File: src/sv/bdth_pkg.sv
// ---------------------------------------------------------------------------
// bdth_pkg
// Types and constants shared by the button debounce / tap / hold block.
// ---------------------------------------------------------------------------
package bdth_pkg;

	localparam int TimeW   = 32;
	localparam int CfgW    = 16;
	localparam int TapW    = 16;
	localparam int ElapsedW = 16;
	localparam int CfgIdxW = 1;

	localparam logic [CfgW-1:0] DebounceRst  = 16'd50;
	localparam logic [CfgW-1:0] TapWindowRst = 16'd500;

	localparam logic [CfgIdxW-1:0] RegDebounce  = 1'b0;
	localparam logic [CfgIdxW-1:0] RegTapWindow = 1'b1;

	typedef struct packed {
		logic                raw_level;
		logic [TimeW-1:0]    now_ms;
		logic [ElapsedW-1:0] elapsed_ms;
	} item_t;

	typedef struct packed {
		logic             pressed;
		logic             toggled;
		logic             double_tapped;
		logic [TimeW-1:0] held_ms;
		logic [TapW-1:0]  tap_timer_ms;
	} result_t;

	typedef struct packed {
		logic [CfgW-1:0] debounce_ms;
		logic [CfgW-1:0] tap_window_ms;
	} cfg_t;

endpackage

File: src/sv/bdth_core.sv
// ---------------------------------------------------------------------------
// bdth_core
// Button state registers and the combinational update for one sample.
// ---------------------------------------------------------------------------
module bdth_core import bdth_pkg::*; (
	input  logic    clk,
	input  logic    arst_n,
	input  logic    upd,
	input  item_t   item,
	input  cfg_t    cfg,
	output result_t res
);

	logic [TimeW-1:0] last_change_q;
	logic             prev_raw_q;
	logic             pressed_q;
	logic             toggle_q;
	logic             guard_q;
	logic             dtap_q;
	logic [TapW-1:0]  tap_q;
	logic [TimeW-1:0] hold_q;

	logic [TimeW-1:0] last_change_d;
	logic [TimeW-1:0] since_change;
	logic             stable;
	logic             edge_det;
	logic             tap_over;
	logic             tap_under;
	logic [TapW:0]    tap_sum;
	logic [TimeW:0]   hold_sum;
	logic [TimeW-1:0] hold_base;

	logic             pressed_d;
	logic             toggle_d;
	logic             guard_d;
	logic             dtap_d;
	logic [TapW-1:0]  tap_d;
	logic [TimeW-1:0] hold_d;

	always_comb begin
		last_change_d = (item.raw_level != prev_raw_q) ? item.now_ms : last_change_q;
		since_change  = item.now_ms - last_change_d;
		stable        = since_change > {{(TimeW-CfgW){1'b0}}, cfg.debounce_ms};
		edge_det      = item.raw_level & ~pressed_q;
		tap_over      = tap_q > cfg.tap_window_ms;
		tap_under     = tap_q < cfg.tap_window_ms;
		tap_sum       = {1'b0, tap_q} + {1'b0, item.elapsed_ms};
		// restart the hold count on a press edge that is not at exactly the window
		hold_base     = (edge_det && (tap_over || tap_under)) ? '0 : hold_q;
		hold_sum      = {1'b0, hold_base} + {{(TimeW-ElapsedW+1){1'b0}}, item.elapsed_ms};

		pressed_d = 1'b0;
		toggle_d  = toggle_q;
		guard_d   = guard_q;
		dtap_d    = dtap_q;
		tap_d     = tap_q;
		hold_d    = hold_q;

		if (stable) begin
			pressed_d = item.raw_level;
			if (!guard_q && edge_det) begin
				toggle_d = ~toggle_q;
				guard_d  = 1'b1;
			end else begin
				guard_d = 1'b0;
			end
			if (edge_det && tap_over) begin
				tap_d = '0;
			end else if (edge_det && tap_under) begin
				dtap_d = ~dtap_q;
			end else begin
				tap_d = tap_sum[TapW] ? {TapW{1'b1}} : tap_sum[TapW-1:0];
			end
			if (item.raw_level) begin
				hold_d = hold_sum[TimeW] ? {TimeW{1'b1}} : hold_sum[TimeW-1:0];
			end else begin
				hold_d = hold_base;
			end
		end

		res.pressed       = pressed_d;
		res.toggled       = toggle_d;
		res.double_tapped = dtap_d;
		res.held_ms       = hold_d;
		res.tap_timer_ms  = tap_d;
	end

	always_ff @(posedge clk or negedge arst_n) begin
		if (!arst_n) begin
			last_change_q <= '0;
			prev_raw_q    <= 1'b0;
			pressed_q     <= 1'b0;
			toggle_q      <= 1'b0;
			guard_q       <= 1'b0;
			dtap_q        <= 1'b0;
			tap_q         <= '0;
			hold_q        <= '0;
		end else if (upd) begin
			last_change_q <= last_change_d;
			prev_raw_q    <= item.raw_level;
			pressed_q     <= pressed_d;
			toggle_q      <= toggle_d;
			guard_q       <= guard_d;
			dtap_q        <= dtap_d;
			tap_q         <= tap_d;
			hold_q        <= hold_d;
		end
	end

endmodule

File: src/sv/button_debounce_tap_hold.sv
// ---------------------------------------------------------------------------
// button_debounce_tap_hold
// Debounced button with toggle, double-tap and hold timers.
// ---------------------------------------------------------------------------
// Pipeline: an accepted request goes into the input register, then the state
//   update writes its result into the output register that drives the outputs.
// Throughput: one request per cycle while the output is not stalled; the state
//   update is combinational compare and saturating add logic between the two registers.
// Reset: arst_n clears all button state, empties both stages and loads
//   debounce_ms = 50 and tap_window_ms = 500.
module button_debounce_tap_hold import bdth_pkg::*; (
	input  logic                clk,
	input  logic                arst_n,
	// configuration
	input  logic                cfg_we,
	input  logic [CfgIdxW-1:0]  cfg_index,
	input  logic [CfgW-1:0]     cfg_wdata,
	// sample requests
	input  logic                in_valid,
	output logic                in_stall,
	input  logic                raw_level,
	input  logic [TimeW-1:0]    now_ms,
	input  logic [ElapsedW-1:0] elapsed_ms,
	// results
	output logic                out_valid,
	input  logic                out_stall,
	output logic                pressed,
	output logic                toggled,
	output logic                double_tapped,
	output logic [TimeW-1:0]    held_ms,
	output logic [TapW-1:0]     tap_timer_ms
);

	cfg_t    cfg_q;
	item_t   item_s1;
	logic    vld_s1;
	result_t res_d;
	result_t res_q;
	logic    out_vld_q;
	logic    adv;
	logic    in_acc;

	// Advance the input stage whenever the output register is free or drains.
	assign adv      = vld_s1 && (!out_vld_q || !out_stall);
	// Hold the input only when the input stage is full and cannot advance.
	assign in_stall = vld_s1 && !adv;
	assign in_acc   = in_valid && !in_stall;

	// Configuration registers; an unknown index is dropped.
	always_ff @(posedge clk or negedge arst_n) begin
		if (!arst_n) begin
			cfg_q.debounce_ms   <= DebounceRst;
			cfg_q.tap_window_ms <= TapWindowRst;
		end else if (cfg_we) begin
			case (cfg_index)
				RegDebounce:  cfg_q.debounce_ms   <= cfg_wdata;
				RegTapWindow: cfg_q.tap_window_ms <= cfg_wdata;
				default: ;
			endcase
		end
	end

	// Input stage: capture the sample request.
	always_ff @(posedge clk or negedge arst_n) begin
		if (!arst_n) begin
			vld_s1 <= 1'b0;
		end else if (in_acc) begin
			vld_s1 <= 1'b1;
		end else if (adv) begin
			vld_s1 <= 1'b0;
		end
	end

	always_ff @(posedge clk) begin
		if (in_acc) begin
			item_s1.raw_level  <= raw_level;
			item_s1.now_ms     <= now_ms;
			item_s1.elapsed_ms <= elapsed_ms;
		end
	end

	// Button state and its update; state commits when the sample advances.
	bdth_core u_core (
		.clk    (clk),
		.arst_n (arst_n),
		.upd    (adv),
		.item   (item_s1),
		.cfg    (cfg_q),
		.res    (res_d)
	);

	// Output register: hold the result until the consumer takes it.
	always_ff @(posedge clk or negedge arst_n) begin
		if (!arst_n) begin
			out_vld_q <= 1'b0;
		end else if (adv) begin
			out_vld_q <= 1'b1;
		end else if (!out_stall) begin
			out_vld_q <= 1'b0;
		end
	end

	always_ff @(posedge clk) begin
		if (adv) begin
			res_q <= res_d;
		end
	end

	assign out_valid     = out_vld_q;
	assign pressed       = res_q.pressed;
	assign toggled       = res_q.toggled;
	assign double_tapped = res_q.double_tapped;
	assign held_ms       = res_q.held_ms;
	assign tap_timer_ms  = res_q.tap_timer_ms;

endmodule

File: config.mk
export PLATFORM = sky130hd
export DESIGN_NAME = button_debounce_tap_hold
export DESIGN_NICKNAME = d
export VERILOG_FILES = /design/src/sv/bdth_pkg.sv /design/src/sv/bdth_core.sv /design/src/sv/button_debounce_tap_hold.sv
export SDC_FILE = /design/constraint.sdc
export NUM_CORES = 1
export LEC_CHECK = 0
export BUFFER_PORTS_ARGS = -buffer_cell sky130_fd_sc_hd__buf_4
export CELL_PAD_IN_SITES_DETAIL_PLACEMENT = 0
export CELL_PAD_IN_SITES_GLOBAL_PLACEMENT = 1
export CORE_ASPECT_RATIO = 0.75
export CORE_MARGIN = 2
export CORE_UTILIZATION = 29
export CTS_CLUSTER_DIAMETER = 200
export DETAILED_ROUTE_END_ITERATION = 7
export PLACE_DENSITY_LB_ADDON = 0.1
export SETUP_SLACK_MARGIN = 0.1
export SLEW_MARGIN = 20
export SYNTH_ARGS = -nofsm -noshare
export SYNTH_HDL_FRONTEND = slang
export SYNTH_SLANG_ARGS = --single-unit
File: constraint.sdc
create_clock -name clk -period 11.3 [get_ports clk]
set_input_delay 0.565 -clock clk [delete_from_list [all_inputs] [get_ports clk]]
set_output_delay 0.565 -clock clk [all_outputs]
set_load 0.01 [all_outputs]
==> results of run 1 <==
[cell usage in the layout (no fill, tap or decap), types with 21 or more instances in the layout]
cell type    n
nand2_1     90
mux2i_1     33
buf_4      136
a21oi_1     94
dfrtp_1    110
xnor2_1     24
mux2_2      65
ha_1        95
nor2b_1     22
clkbuf_16   27
a21o_1      23
edfxtp_1   100
o21ai_0     74
xor2_1      21
o22a_1      24
inv_1       55
nor2_1      58
[kinds of logic (layout without fill, tap and decap cells)]
kind of cell / after synthesis / in the layout
buffers and inverters: 103 / 240
AND/OR/NAND/NOR: 280 / 280
multiplexers: 116 / 116
AO/OA/AOI/OAI: 339 / 339
XOR/XNOR: 46 / 46
adder cells (fa/ha/maj): 98 / 98
flip-flops: 219 / 219
[worst max path at each step]
stage | to | slack [ns] | depth (start not counted)
final | u_core.hold_q[25] | 4.38 | 22
after global routing | u_core.hold_q[30] | 3.86 | 22
after CTS | u_core.hold_q[25] | 4.35 | 22
after detailed placement | u_core.hold_q[25] | 4.37 | 22
after global placement | u_core.hold_q[23] | 4.58 | 22
after floorplan | held_ms[10] | 5.25 | 25
[metrics by stage]
stage	cells	instance area (µm²)	hold WS [ns]	power, µW	setup slack, ns
after floorplan	1201	13050	0.2694	2345	5.246
after global placement	1876	14600	0.4711	2806	4.575
after detailed placement	1876	14600	0.4754	2803	4.370
after CTS	1924	15370	0.1413	3632	4.352
after global routing	1924	15380	0.1518	3866	3.860
final	1924	15380	0.1191	3583	4.383
[layout make-up]
type / count / area, µm²
Fill cell: 4553 / 29140
Clock buffer: 34 / 711.9
Tap cell: 586 / 733.2
Timing Repair Buffer: 136 / 1021
Sequential cell: 219 / 5992
Multi-Input combinational cell: 879 / 6645
Inverter: 56 / 210.2
Clock inverter: 14 / 65.06
[metal layers]
| layer | part of all wire, % | track usage [%] | vias up |
|---|---|---|---|
| li1 | - | - | 4704 |
| met1 | 54 | 23.48 | 4569 |
| met2 | 41 | 21.77 | 149 |
| met3 | 3.4 | 2.429 | 30 |
| met4 | 1.8 | 3.054 | 0 |
| met5 | 0 | 0 | - |
[synth_stat cells (5+ instances only)]
cell type	n
dfrtp_1	110
edfxtp_1	100
a21oi_1	95
ha_1	95
nand2_1	91
o21ai_0	74
mux2_2	65
nor2_1	58
inv_1	56
mux2i_1	33
clkbuf_1	30
o22a_1	24
xnor2_1	24
a21o_1	23
nor2b_1	23
xor2_1	21
a31oi_1	19
mux2_4	18
nor3_1	18
nand2b_1	16
o21a_1	16
nand3_1	13
nand4_1	13
a2bb2oi_1	12
o21bai_1	10
dfstp_2	9
nor4_1	8
a211oi_1	7
and2_1	7
buf_2	7
o211ai_1	7
and3_1	6
o31ai_1	6
a21boi_0	5
buf_1	5
or3_1	5
[critical path, cell delays in order (launching register included)]
cell and delay, ns:
edfxtp_1 0.59, xor2_4 0.22, buf_4 0.48, mux2i_1 0.36, ha_1 0.28, nor2b_1 0.14
o31a_1 0.27, o21ai_0 0.36, o211ai_2 0.22, a21o_1 0.22, a21oi_1 0.18, xnor2_1 0.10
ha_1 0.30, nand4_1 0.15, nor4_1 0.42, a22o_1 0.25, nand4_1 0.15, nor4_4 0.33
nand4_2 0.18, or4_1 0.43, buf_4 0.26, nand2_1 0.66, o22ai_1 0.16
[report_power, final]
part | internal, µW | switching [µW] | leakage, µW
registers | 1060 | 131 | 0.00237
clock network | 441 | 354 | 0.000384
logic | 744 | 854 | 0.00371
total | 2240 | 1340 | 0.00646
[sequential cells by signal (all words and copies together), names as in the netlist]
name	count
item_s1	49
cfg_q	32
held_ms	32
u_core.hold_q	32
u_core.last_change_q	32
tap_timer_ms	16
u_core.tap_q	16
double_tapped	1
out_valid	1
pressed	1
toggled	1
u_core.dtap_q	1
u_core.guard_q	1
u_core.pressed_q	1
u_core.prev_raw_q	1
u_core.toggle_q	1
vld_s1	1
==> summary.txt, run 1 <==
Initial DRT Pass Iterations -> 5
final core occ -> 34.55%
compound-cell area share of the yosys netlist -> 17.00%
Synth Area in Simple Gates -> 10.79%
GPL Wtd Cong -> 0.7967
Worst EP arrival -> 7.32 ns
Distinct cells, synth -> 78
r2r worst-path depth -> 22
R2R setup slack -> 4.38 ns
antenna cells -> 0
XOR/XNOR share of the synthesized area -> 3.144%
worst setup path start -> item_s1[48]
Req. time, crit path -> 11.70 ns
CTS Buf Count -> 26
Total Die Area -> 46730 µm²
pwr dens -> 233.0 nW/µm²
max_slew headroom -> 38.80%
main flop type after synthesis -> dfrtp_1
Crit Path Category -> reg -> reg
Static Leakage -> 0.006464 µW
largest net degree at the start of global routing -> 67
DR iter-0 viols -> 600
sequential share of the synthesized area -> 45.91%
Hold Crit Class -> in -> async
clock sink count -> 219
asr flop ratio synth -> 54.34%
final wirelength -> 35230 µm
Critical Path Source Type -> flop
CTS Hold Bufs -> 0
Tcrit/Tclk final -> 61.21%
Clock Path Buffers -> 3
DR DRC count -> 0
total grt overflow -> 0
Setup crit end kind -> flop
post-route antenna net violation count -> 0
status -> finished clean
critical path fanouts, max -> 33
vias in the first global route -> 9453
max-slew violations -> 0
largest area contributor in the netlist -> edfxtp_1
GRT Overall Usage -> 15.10%
initial antenna violation count -> 0
Via density -> 4.913
Final Hold Vio Count -> 0
Post-Syn Nets -> 1370
num rows -> 67
Avg Inst Size Synth -> 10.87 µm²
Mapped Area -> 13050 µm²
Setup Skew -> 0.01075 ns
TritonCTS clock tree -> done
H-tree Lvls -> 1
Avg WL per Cell -> 18.31 µm
post-CTS setup buffers -> 0
Yosys top cell area share -> 23.01%
reg2reg end -> u_core.hold_q[25]
die extent in y -> 187.7 µm
Starting Density -> 29.32%
Setup TNS -> 0 ns
multiplexer area fraction after synthesis -> 10.21%
worst-margin pin slew -> 0.9180 ns
Area contributors post-synth -> edfxtp_1 (23%), dfrtp_1 (21%), ha_1 (9.1%), mux2_2 (5.6%), a21oi_1 (3.6%)
share of cells above drive strength 1 -> 21.82%
launch point of the worst reg-to-reg path -> item_s1[48]
post-synthesis adder-cell area fraction -> 9.568%
Top Ports -> 124
Post-Syn Instances -> 1201
Area Growth Syn to Fin -> 17.83%
post-cts gate resize count -> 0
clock latency on the worst-skew pair -> 0.56 ns
post-synthesis register bit count -> 219
die width -> 249.0 µm
number of synthesized flops with an enable pin -> 100
Max Cap Viol -> 0
IO buf count -> 123
maximum vdd drop -> 0.1093 mV
FMAX -> 144.6 MHz
clock root buffer -> clkbuf_16
Clk pin slew, worst setup/hold paths -> 0.06 ns
Ys Warns -> 0
global-route wire length before repair -> 55790 µm
vias post-DR -> 9452
nets -> 1487
unrepaired setup endpoints after global routing -> false
largest family of logic cells by synthesized area -> compound AO/OA/AOI/OAI gates
Core Footprint -> 44510 µm²
min Tclk post-route -> 6.917 ns
hpwl dp -> 25540 µm
endpoints failing setup -> 0
(Power assumes the default switching activity.)
==> inputs of run 2 (changes only) <==
clock period = 6.6 ns   (was 11.3 ns; I/O delays follow)
==> run 2 against run 1 <==
Final cell count up 3.6%; cell area rose by 4.8%; non-clock buffer count grew 73; die area unchanged; utilization is 1.7 points higher; clock power increased by 73%; sequential share of layout area down 1.8 points; global-route usage up 0.33 points; first-iteration DRC count down 16%.
==> summary.txt, run 2 (synthesis results as in run 1) <==
clock latency on the worst-skew pair -> 0.54 ns (-0.02 ns)
kind of cell adding the most delay to the critical path -> simple AND/OR/NAND/NOR gates
Setup crit end kind -> flop
DR DRC count -> 0 (unchanged)
Critical Path Source Type -> flop
antenna cells -> 0 (unchanged)
Avg WL per Cell -> 17.82 µm (-2.7%)
hpwl dp -> 25780 µm (+0.93%)
r2r worst-path depth -> 21 (-4.5%)
min Tclk post-route -> 6.014 ns (-0.9027 ns)
endpoints failing setup -> 0 (unchanged)
CTS Buf Count -> 25 (-3.8%)
clock sink count -> 219 (unchanged)
Final Hold Vio Count -> 0 (unchanged)
Max Cap Viol -> 0 (unchanged)
R2R setup slack -> 0.59 ns (-3.80 ns)
die extent in y -> 187.7 µm (unchanged)
post-route antenna net violation count -> 0 (unchanged)
worst-margin pin slew -> 0.9366 ns (+0.01860 ns)
maximum vdd drop -> 0.2014 mV (+84%)
num rows -> 67 (unchanged)
fin cells -> 1994 (+3.6%)
Reg with most FFs -> item_s1
total grt overflow -> 0 (unchanged)
max_slew headroom -> 37.34% (-1.5 points)
GRT Overall Usage -> 15.43% (+0.33 points)
Clock Path Buffers -> 3 (unchanged)
CP max stage cell -> or4_4
final wirelength -> 35530 µm (+0.84%)
clock root buffer -> clkbuf_16
Static Leakage -> 0.006797 µW (+5.1%)
routed length on met1 -> 19290 µm (+1.9%)
pre-CTS worst setup slack -> 0.4166 ns (-3.953 ns)
Hold Crit Class -> in -> reg
fillers -> 4468 (-1.9%)
unrepaired setup endpoints after global routing -> false
Setup Skew -> 0.01895 ns (+0.008204 ns)
Starting Density -> 29.32% (unchanged)
vias in the first global route -> 9933 (+5.1%)
Setup TNS -> 0 ns (unchanged)
Reg area -> 5992 µm² (unchanged)
Hold Crit Endpoint -> cfg_q[25]
Buf/Inv on CP -> 1 (-1)
initial antenna violation count -> 0 (unchanged)
Initial DRT Pass Iterations -> 5 (unchanged)
FMAX -> 166.3 MHz (+15%)
Max stage delay on crit path -> 0.53 ns (-0.13 ns)
die width -> 249.0 µm (unchanged)
Clk pin slew, worst setup/hold paths -> 0.06 ns (about the same)
nets -> 1559 (+4.8%)
worst path cell trace -> xor2_4 > buf_4 > mux2i_1 > ha_1 > and4_1 > nand2_1 > or3_1 > o211ai_2 > a21o_1 > a21oi_1 > xnor2_1 > ha_1 > nand4_1 > nor4_1 > a22o_1 > nand4_1 > nor4_4 > nand4_2 > or4_4 > and2_4 > mux2_4
Placed Cells -> 1885 (+0.48%)
post-route setup slack -> 0.5857 ns (-3.797 ns)
commonest non-fill, non-tap cell in the layout -> buf_4
IO buf count -> 123 (unchanged)
max FFs per register -> 49 (unchanged)
share of cells above drive strength 1 -> 21.52% (-0.30 points)
Total Die Area -> 46730 µm² (unchanged)
Core Footprint -> 44510 µm² (unchanged)
Crit Path Category -> reg -> reg
Hold WS -> 0.04406 ns (-0.07500 ns)
H-tree Lvls -> 1 (unchanged)
status -> finished clean
vias post-DR -> 9722 (+2.9%)
Req. time, crit path -> 6.88 ns (-4.82 ns)
worst hold stages -> 3
Via density -> 4.876 (-0.75%)
hold_sp -> cfg_wdata[9]
global-route wire length before repair -> 57550 µm (+3.2%)
max-slew violations -> 0 (unchanged)
GPL Wtd Cong -> 0.8044 (+0.97%)
critical path fanouts, max -> 17 (-48%)
DR top layer -> met4
launch point of the worst reg-to-reg path -> item_s1[48]
metal3 WL -> 1098 µm (-8.7%)
Area Growth Syn to Fin -> 23.52%
most frequent cells in the layout -> buf_4 (144), dfrtp_1 (110), edfxtp_1 (100), ha_1 (95), a21oi_1 (94)
multi-input logic area -> 6645 µm² (unchanged)
post-CTS setup buffers -> 0 (unchanged)
met2 routed WL -> 14640 µm (+1.1%)
reg2reg end -> held_ms[7]
TritonCTS clock tree -> done
Top Ports -> 124 (unchanged)
Worst EP arrival -> 6.30 ns (-1.02 ns)
DR iter-0 viols -> 504 (-16%)
largest net degree at the start of global routing -> 63 (-6.0%)
Tcrit/Tclk final -> 91.13% (+30 points)
pwr dens -> 382.5 nW/µm² (+64%)
run 2: report_power, final:
| part | leakage (µW) | total [µW] | internal [µW] | switching [µW] |
|---|---|---|---|---|
| combinational | 0.00403 | 2770 | 1310 | 1460 |
| sequential | 0.00237 | 2030 | 1810 | 216 |
| clock | 0.000392 | 1370 | 800 | 568 |
| total | 0.00680 | 6170 | 3920 | 2240 |
run 2: cell type report:
cell class              instances  share of cell area (%)
repair buffers                209                   10.86
clock buffers                  32                   4.230
inverters                      56                   1.304
flip-flops and latches        219                   37.17
well taps                     586                   4.548
multi-input cells             879                   41.22
clock inverters                13                  0.6675
run 2: what timing repair did:
| action | CTS | global route |
|---|---|---|
| endpoints found under the setup margin | 0 | 39 |
| hold buffers | 63 | 0 |
| hold endpoints to repair | 123 | 0 |
| gates resized for setup | 0 | 2 |
run 2: worst max-delay path by stage:
stage                           start     endpoint  slack (ns)  depth (start not counted)
after floorplan           item_s1[48]  held_ms[10]        0.55                         25
after global placement    item_s1[48]   held_ms[7]        0.51                         21
after detailed placement  item_s1[48]  held_ms[14]        0.42                         21
after CTS                 item_s1[48]   held_ms[9]        0.38                         21
after global routing      item_s1[48]   held_ms[9]        0.11                         21
final                     item_s1[48]   held_ms[7]        0.59                         21
run 2: worst register-to-register path: cells and delay by family (launching register included):
| family | cells | cell delay, ns |
|---|---|---|
| buf+inv | 1 | 0.28 |
| flops | 1 | 0.47 |
| fa+ha+maj | 2 | 0.70 |
| mux | 2 | 0.45 |
| simple gates | 10 | 2.71 |
| compound gates | 4 | 0.64 |
| xor+xnor | 2 | 0.51 |
run 2: routing by layer:
layer	GRT usage, %	vias to the layer above
li1	-	4844
met5	0	-
met3	2.346	28
met4	2.611	0
met2	22.41	133
met1	24.13	4717
run 2: through the flow:
step | utilization, % | cell area, µm² | power, µW
floorplan | - | 13050 | 4015
global placement | 32.94 | 14660 | 4804
detailed placement | 32.95 | 14670 | 4794
CTS | 36.14 | 16090 | 6262
global route | 36.21 | 16120 | 6693
finish | 36.21 | 16120 | 6167
==> inputs of run 3 (changes only) <==
CORE_MARGIN = default   (was 2)
clock period = 7.29 ns   (was 6.6 ns; I/O delays follow)
==> run 3 against run 2 <==
The flow now finishes with violations (DRC); cell area fell by 1.1%; first-iteration DRC count up 3.0%; combinational power is 10% lower; utilization is 0.15 points higher; sequential share of layout area increased by 0.40 points; worst hold slack lost 0.00076 ns; critical path depth shrank 1; global-route usage grew 0.27 points; final cell count shrank 1.0%; largest cell class unchanged.
==> summary.txt, run 3 (synthesis results as in run 1) <==
worst setup path start -> item_s1[48]
endpoints failing setup -> 0 (unchanged)
unrepaired setup endpoints after global routing -> false
Hold Crit Class -> in -> reg
Placed Cells -> 1876 (-0.48%)
Total Die Area -> 45870 µm² (-1.9%)
final core occ -> 36.37% (+0.15 points)
most frequent cells in the layout -> buf_4 (144), dfrtp_1 (110), edfxtp_1 (100), ha_1 (95), a21oi_1 (94)
Reg with most FFs -> item_s1
hpwl dp -> 26100 µm (+1.2%)
global-route wire length before repair -> 56080 µm (-2.6%)
vias post-DR -> 9682 (-0.41%)
share of cells above drive strength 1 -> 21.28% (-0.24 points)
H-tree Lvls -> 1 (unchanged)
post-route antenna net violation count -> 0 (unchanged)
post-CTS setup buffers -> 0 (unchanged)
max_slew headroom -> 28.10% (-9.2 points)
Reg area -> 5992 µm² (unchanged)
Final Hold Vio Count -> 0 (unchanged)
total grt overflow -> 0 (unchanged)
Avg WL per Cell -> 17.94 µm (+0.68%)
Tcrit/Tclk final -> 86.33% (-4.8 points)
die width -> 247.0 µm (-0.80%)
Setup crit end kind -> flop
pwr dens -> 349.4 nW/µm² (-8.7%)
fin area -> 15950 µm² (-1.1%)
die extent in y -> 185.7 µm (-1.1%)
max-slew violations -> 0 (unchanged)
failing checks -> DRC
Hold WS -> 0.04330 ns (-0.0007582 ns)
Initial DRT Pass Iterations -> 7 (+2)
placed cell area -> 14640 µm² (-0.15%)
Top Ports -> 124 (unchanged)
status -> finished, violations left
nets -> 1545 (-0.90%)
DR iter-0 viols -> 519 (+3.0%)
clock latency on the worst-skew pair -> 0.55 ns (about the same)
Clk pin slew, worst setup/hold paths -> 0.06 ns (about the same)
max FFs per register -> 49 (unchanged)
TritonCTS clock tree -> done
Setup Skew -> 0.01113 ns (-0.007821 ns)
GRT Overall Usage -> 15.70% (+0.27 points)
Core Footprint -> 43850 µm² (-1.5%)
final wirelength -> 35410 µm (-0.33%)
CTS Buf Count -> 26 (+4.0%)
reg2reg end -> held_ms[9]
num rows -> 66 (-1.5%)
Clock Path Buffers -> 3 (unchanged)
IO buf count -> 123 (unchanged)
clock root buffer -> clkbuf_16
Area Growth Syn to Fin -> 22.19%
vias in the first global route -> 9535 (-4.0%)
FMAX -> 158.9 MHz (-4.4%)
Worst EP arrival -> 6.60 ns (+0.30 ns)
Crit Path Category -> reg -> reg
Via density -> 4.905 (+0.60%)
clock sink count -> 219 (unchanged)
hold_sp -> cfg_wdata[2]
Critical Path Source Type -> flop
largest net degree at the start of global routing -> 51 (-19%)
multi-input logic area -> 6641 µm² (about the same)
antenna cells -> 0 (unchanged)
commonest non-fill, non-tap cell in the layout -> buf_4
DR DRC count -> 12 (+12)
launch point of the worst reg-to-reg path -> item_s1[48]
Starting Density -> 29.76% (+0.44 points)
r2r worst-path depth -> 20 (-4.8%)
fillers -> 4415 (-1.2%)
GPL Wtd Cong -> 0.8037 (about the same)
Max Cap Viol -> 0 (unchanged)
maximum vdd drop -> 0.1594 mV (-21%)
fin cells -> 1974 (-1.0%)
R2R setup slack -> 1.0 ns (+0.41 ns)
Setup TNS -> 0 ns (unchanged)
worst-margin pin slew -> 1.074 ns (+0.1379 ns)
crit path to -> held_ms[9]
critical path fanouts, max -> 17 (unchanged)
min Tclk post-route -> 6.294 ns (+0.2792 ns)
Static Leakage -> 0.006723 µW (-1.1%)
Req. time, crit path -> 7.59 ns (+0.71 ns)
initial antenna violation count -> 1 (+1)
## run 3: changes by cell type in the layout (fill, tap and decap cells not counted), moves of 2 or more
cell           before  now
clkbuf_16          25   27
clkinv_1            6    9
clkbuf_8            3    1
dlygate4sd3_1      63   50
## run 3: metrics by stage
step,worst slack (ns),power (µW)
finish,0.9964,5572
global placement,1.123,4332
CTS,0.9472,5648
floorplan,1.236,3635
global route,0.3635,6015
detailed placement,0.9888,4339
## run 3: worst min-delay path by stage
stage / endpoint / cells past startpoint
floorplan: cfg_q[0] / 0
global placement: u_core.hold_q[16] / 1
detailed placement: u_core.hold_q[16] / 1
CTS: cfg_q[18] / 3
global route: item_s1[48] / 1
finish: cfg_q[18] / 3
## run 3: area by class of cell
type / instances / share of cell area (%)
multi-input combinational: 879 / 41.64
sequential: 219 / 37.57
timing repair buffer: 194 / 9.917
tap: 578 / 4.535
clock buffer: 33 / 4.441
inverter: 56 / 1.318
clock inverter: 15 / 0.5727
## run 3: report_power, final
group	switching (µW)	internal, µW
registers	196	1640
clock network	528	715
logic	1320	1180
## run 3: routing by layer
metal	track usage (%)	share of wire, %
met4	3.136	1.6
met2	22.41	41
met5	0	0
met1	24.71	54
met3	2.119	3.6
## run 3: repair_timing
action | CTS | global route
hold buffers | 50 | 0
resized for setup | 0 | 0
endpoints found under the hold margin | 84 | 0
## run 3: critical path, stage by stage (launching register included)
cell      delay (ns)
edfxtp_1        0.47
xor2_4          0.51
mux2i_1         0.35
ha_1            0.28
nor2b_1         0.14
o31a_1          0.26
o21ai_0         0.34
o211ai_2        0.23
a21o_1          0.22
a21oi_1         0.17
xnor2_1         0.09
ha_1            0.30
nand4_1         0.15
nor4_1          0.40
a22o_1          0.25
nand4_1         0.15
nor4_4          0.32
nand4_2         0.17
or4_1           0.56
and2_4          0.33
mux2_4          0.33
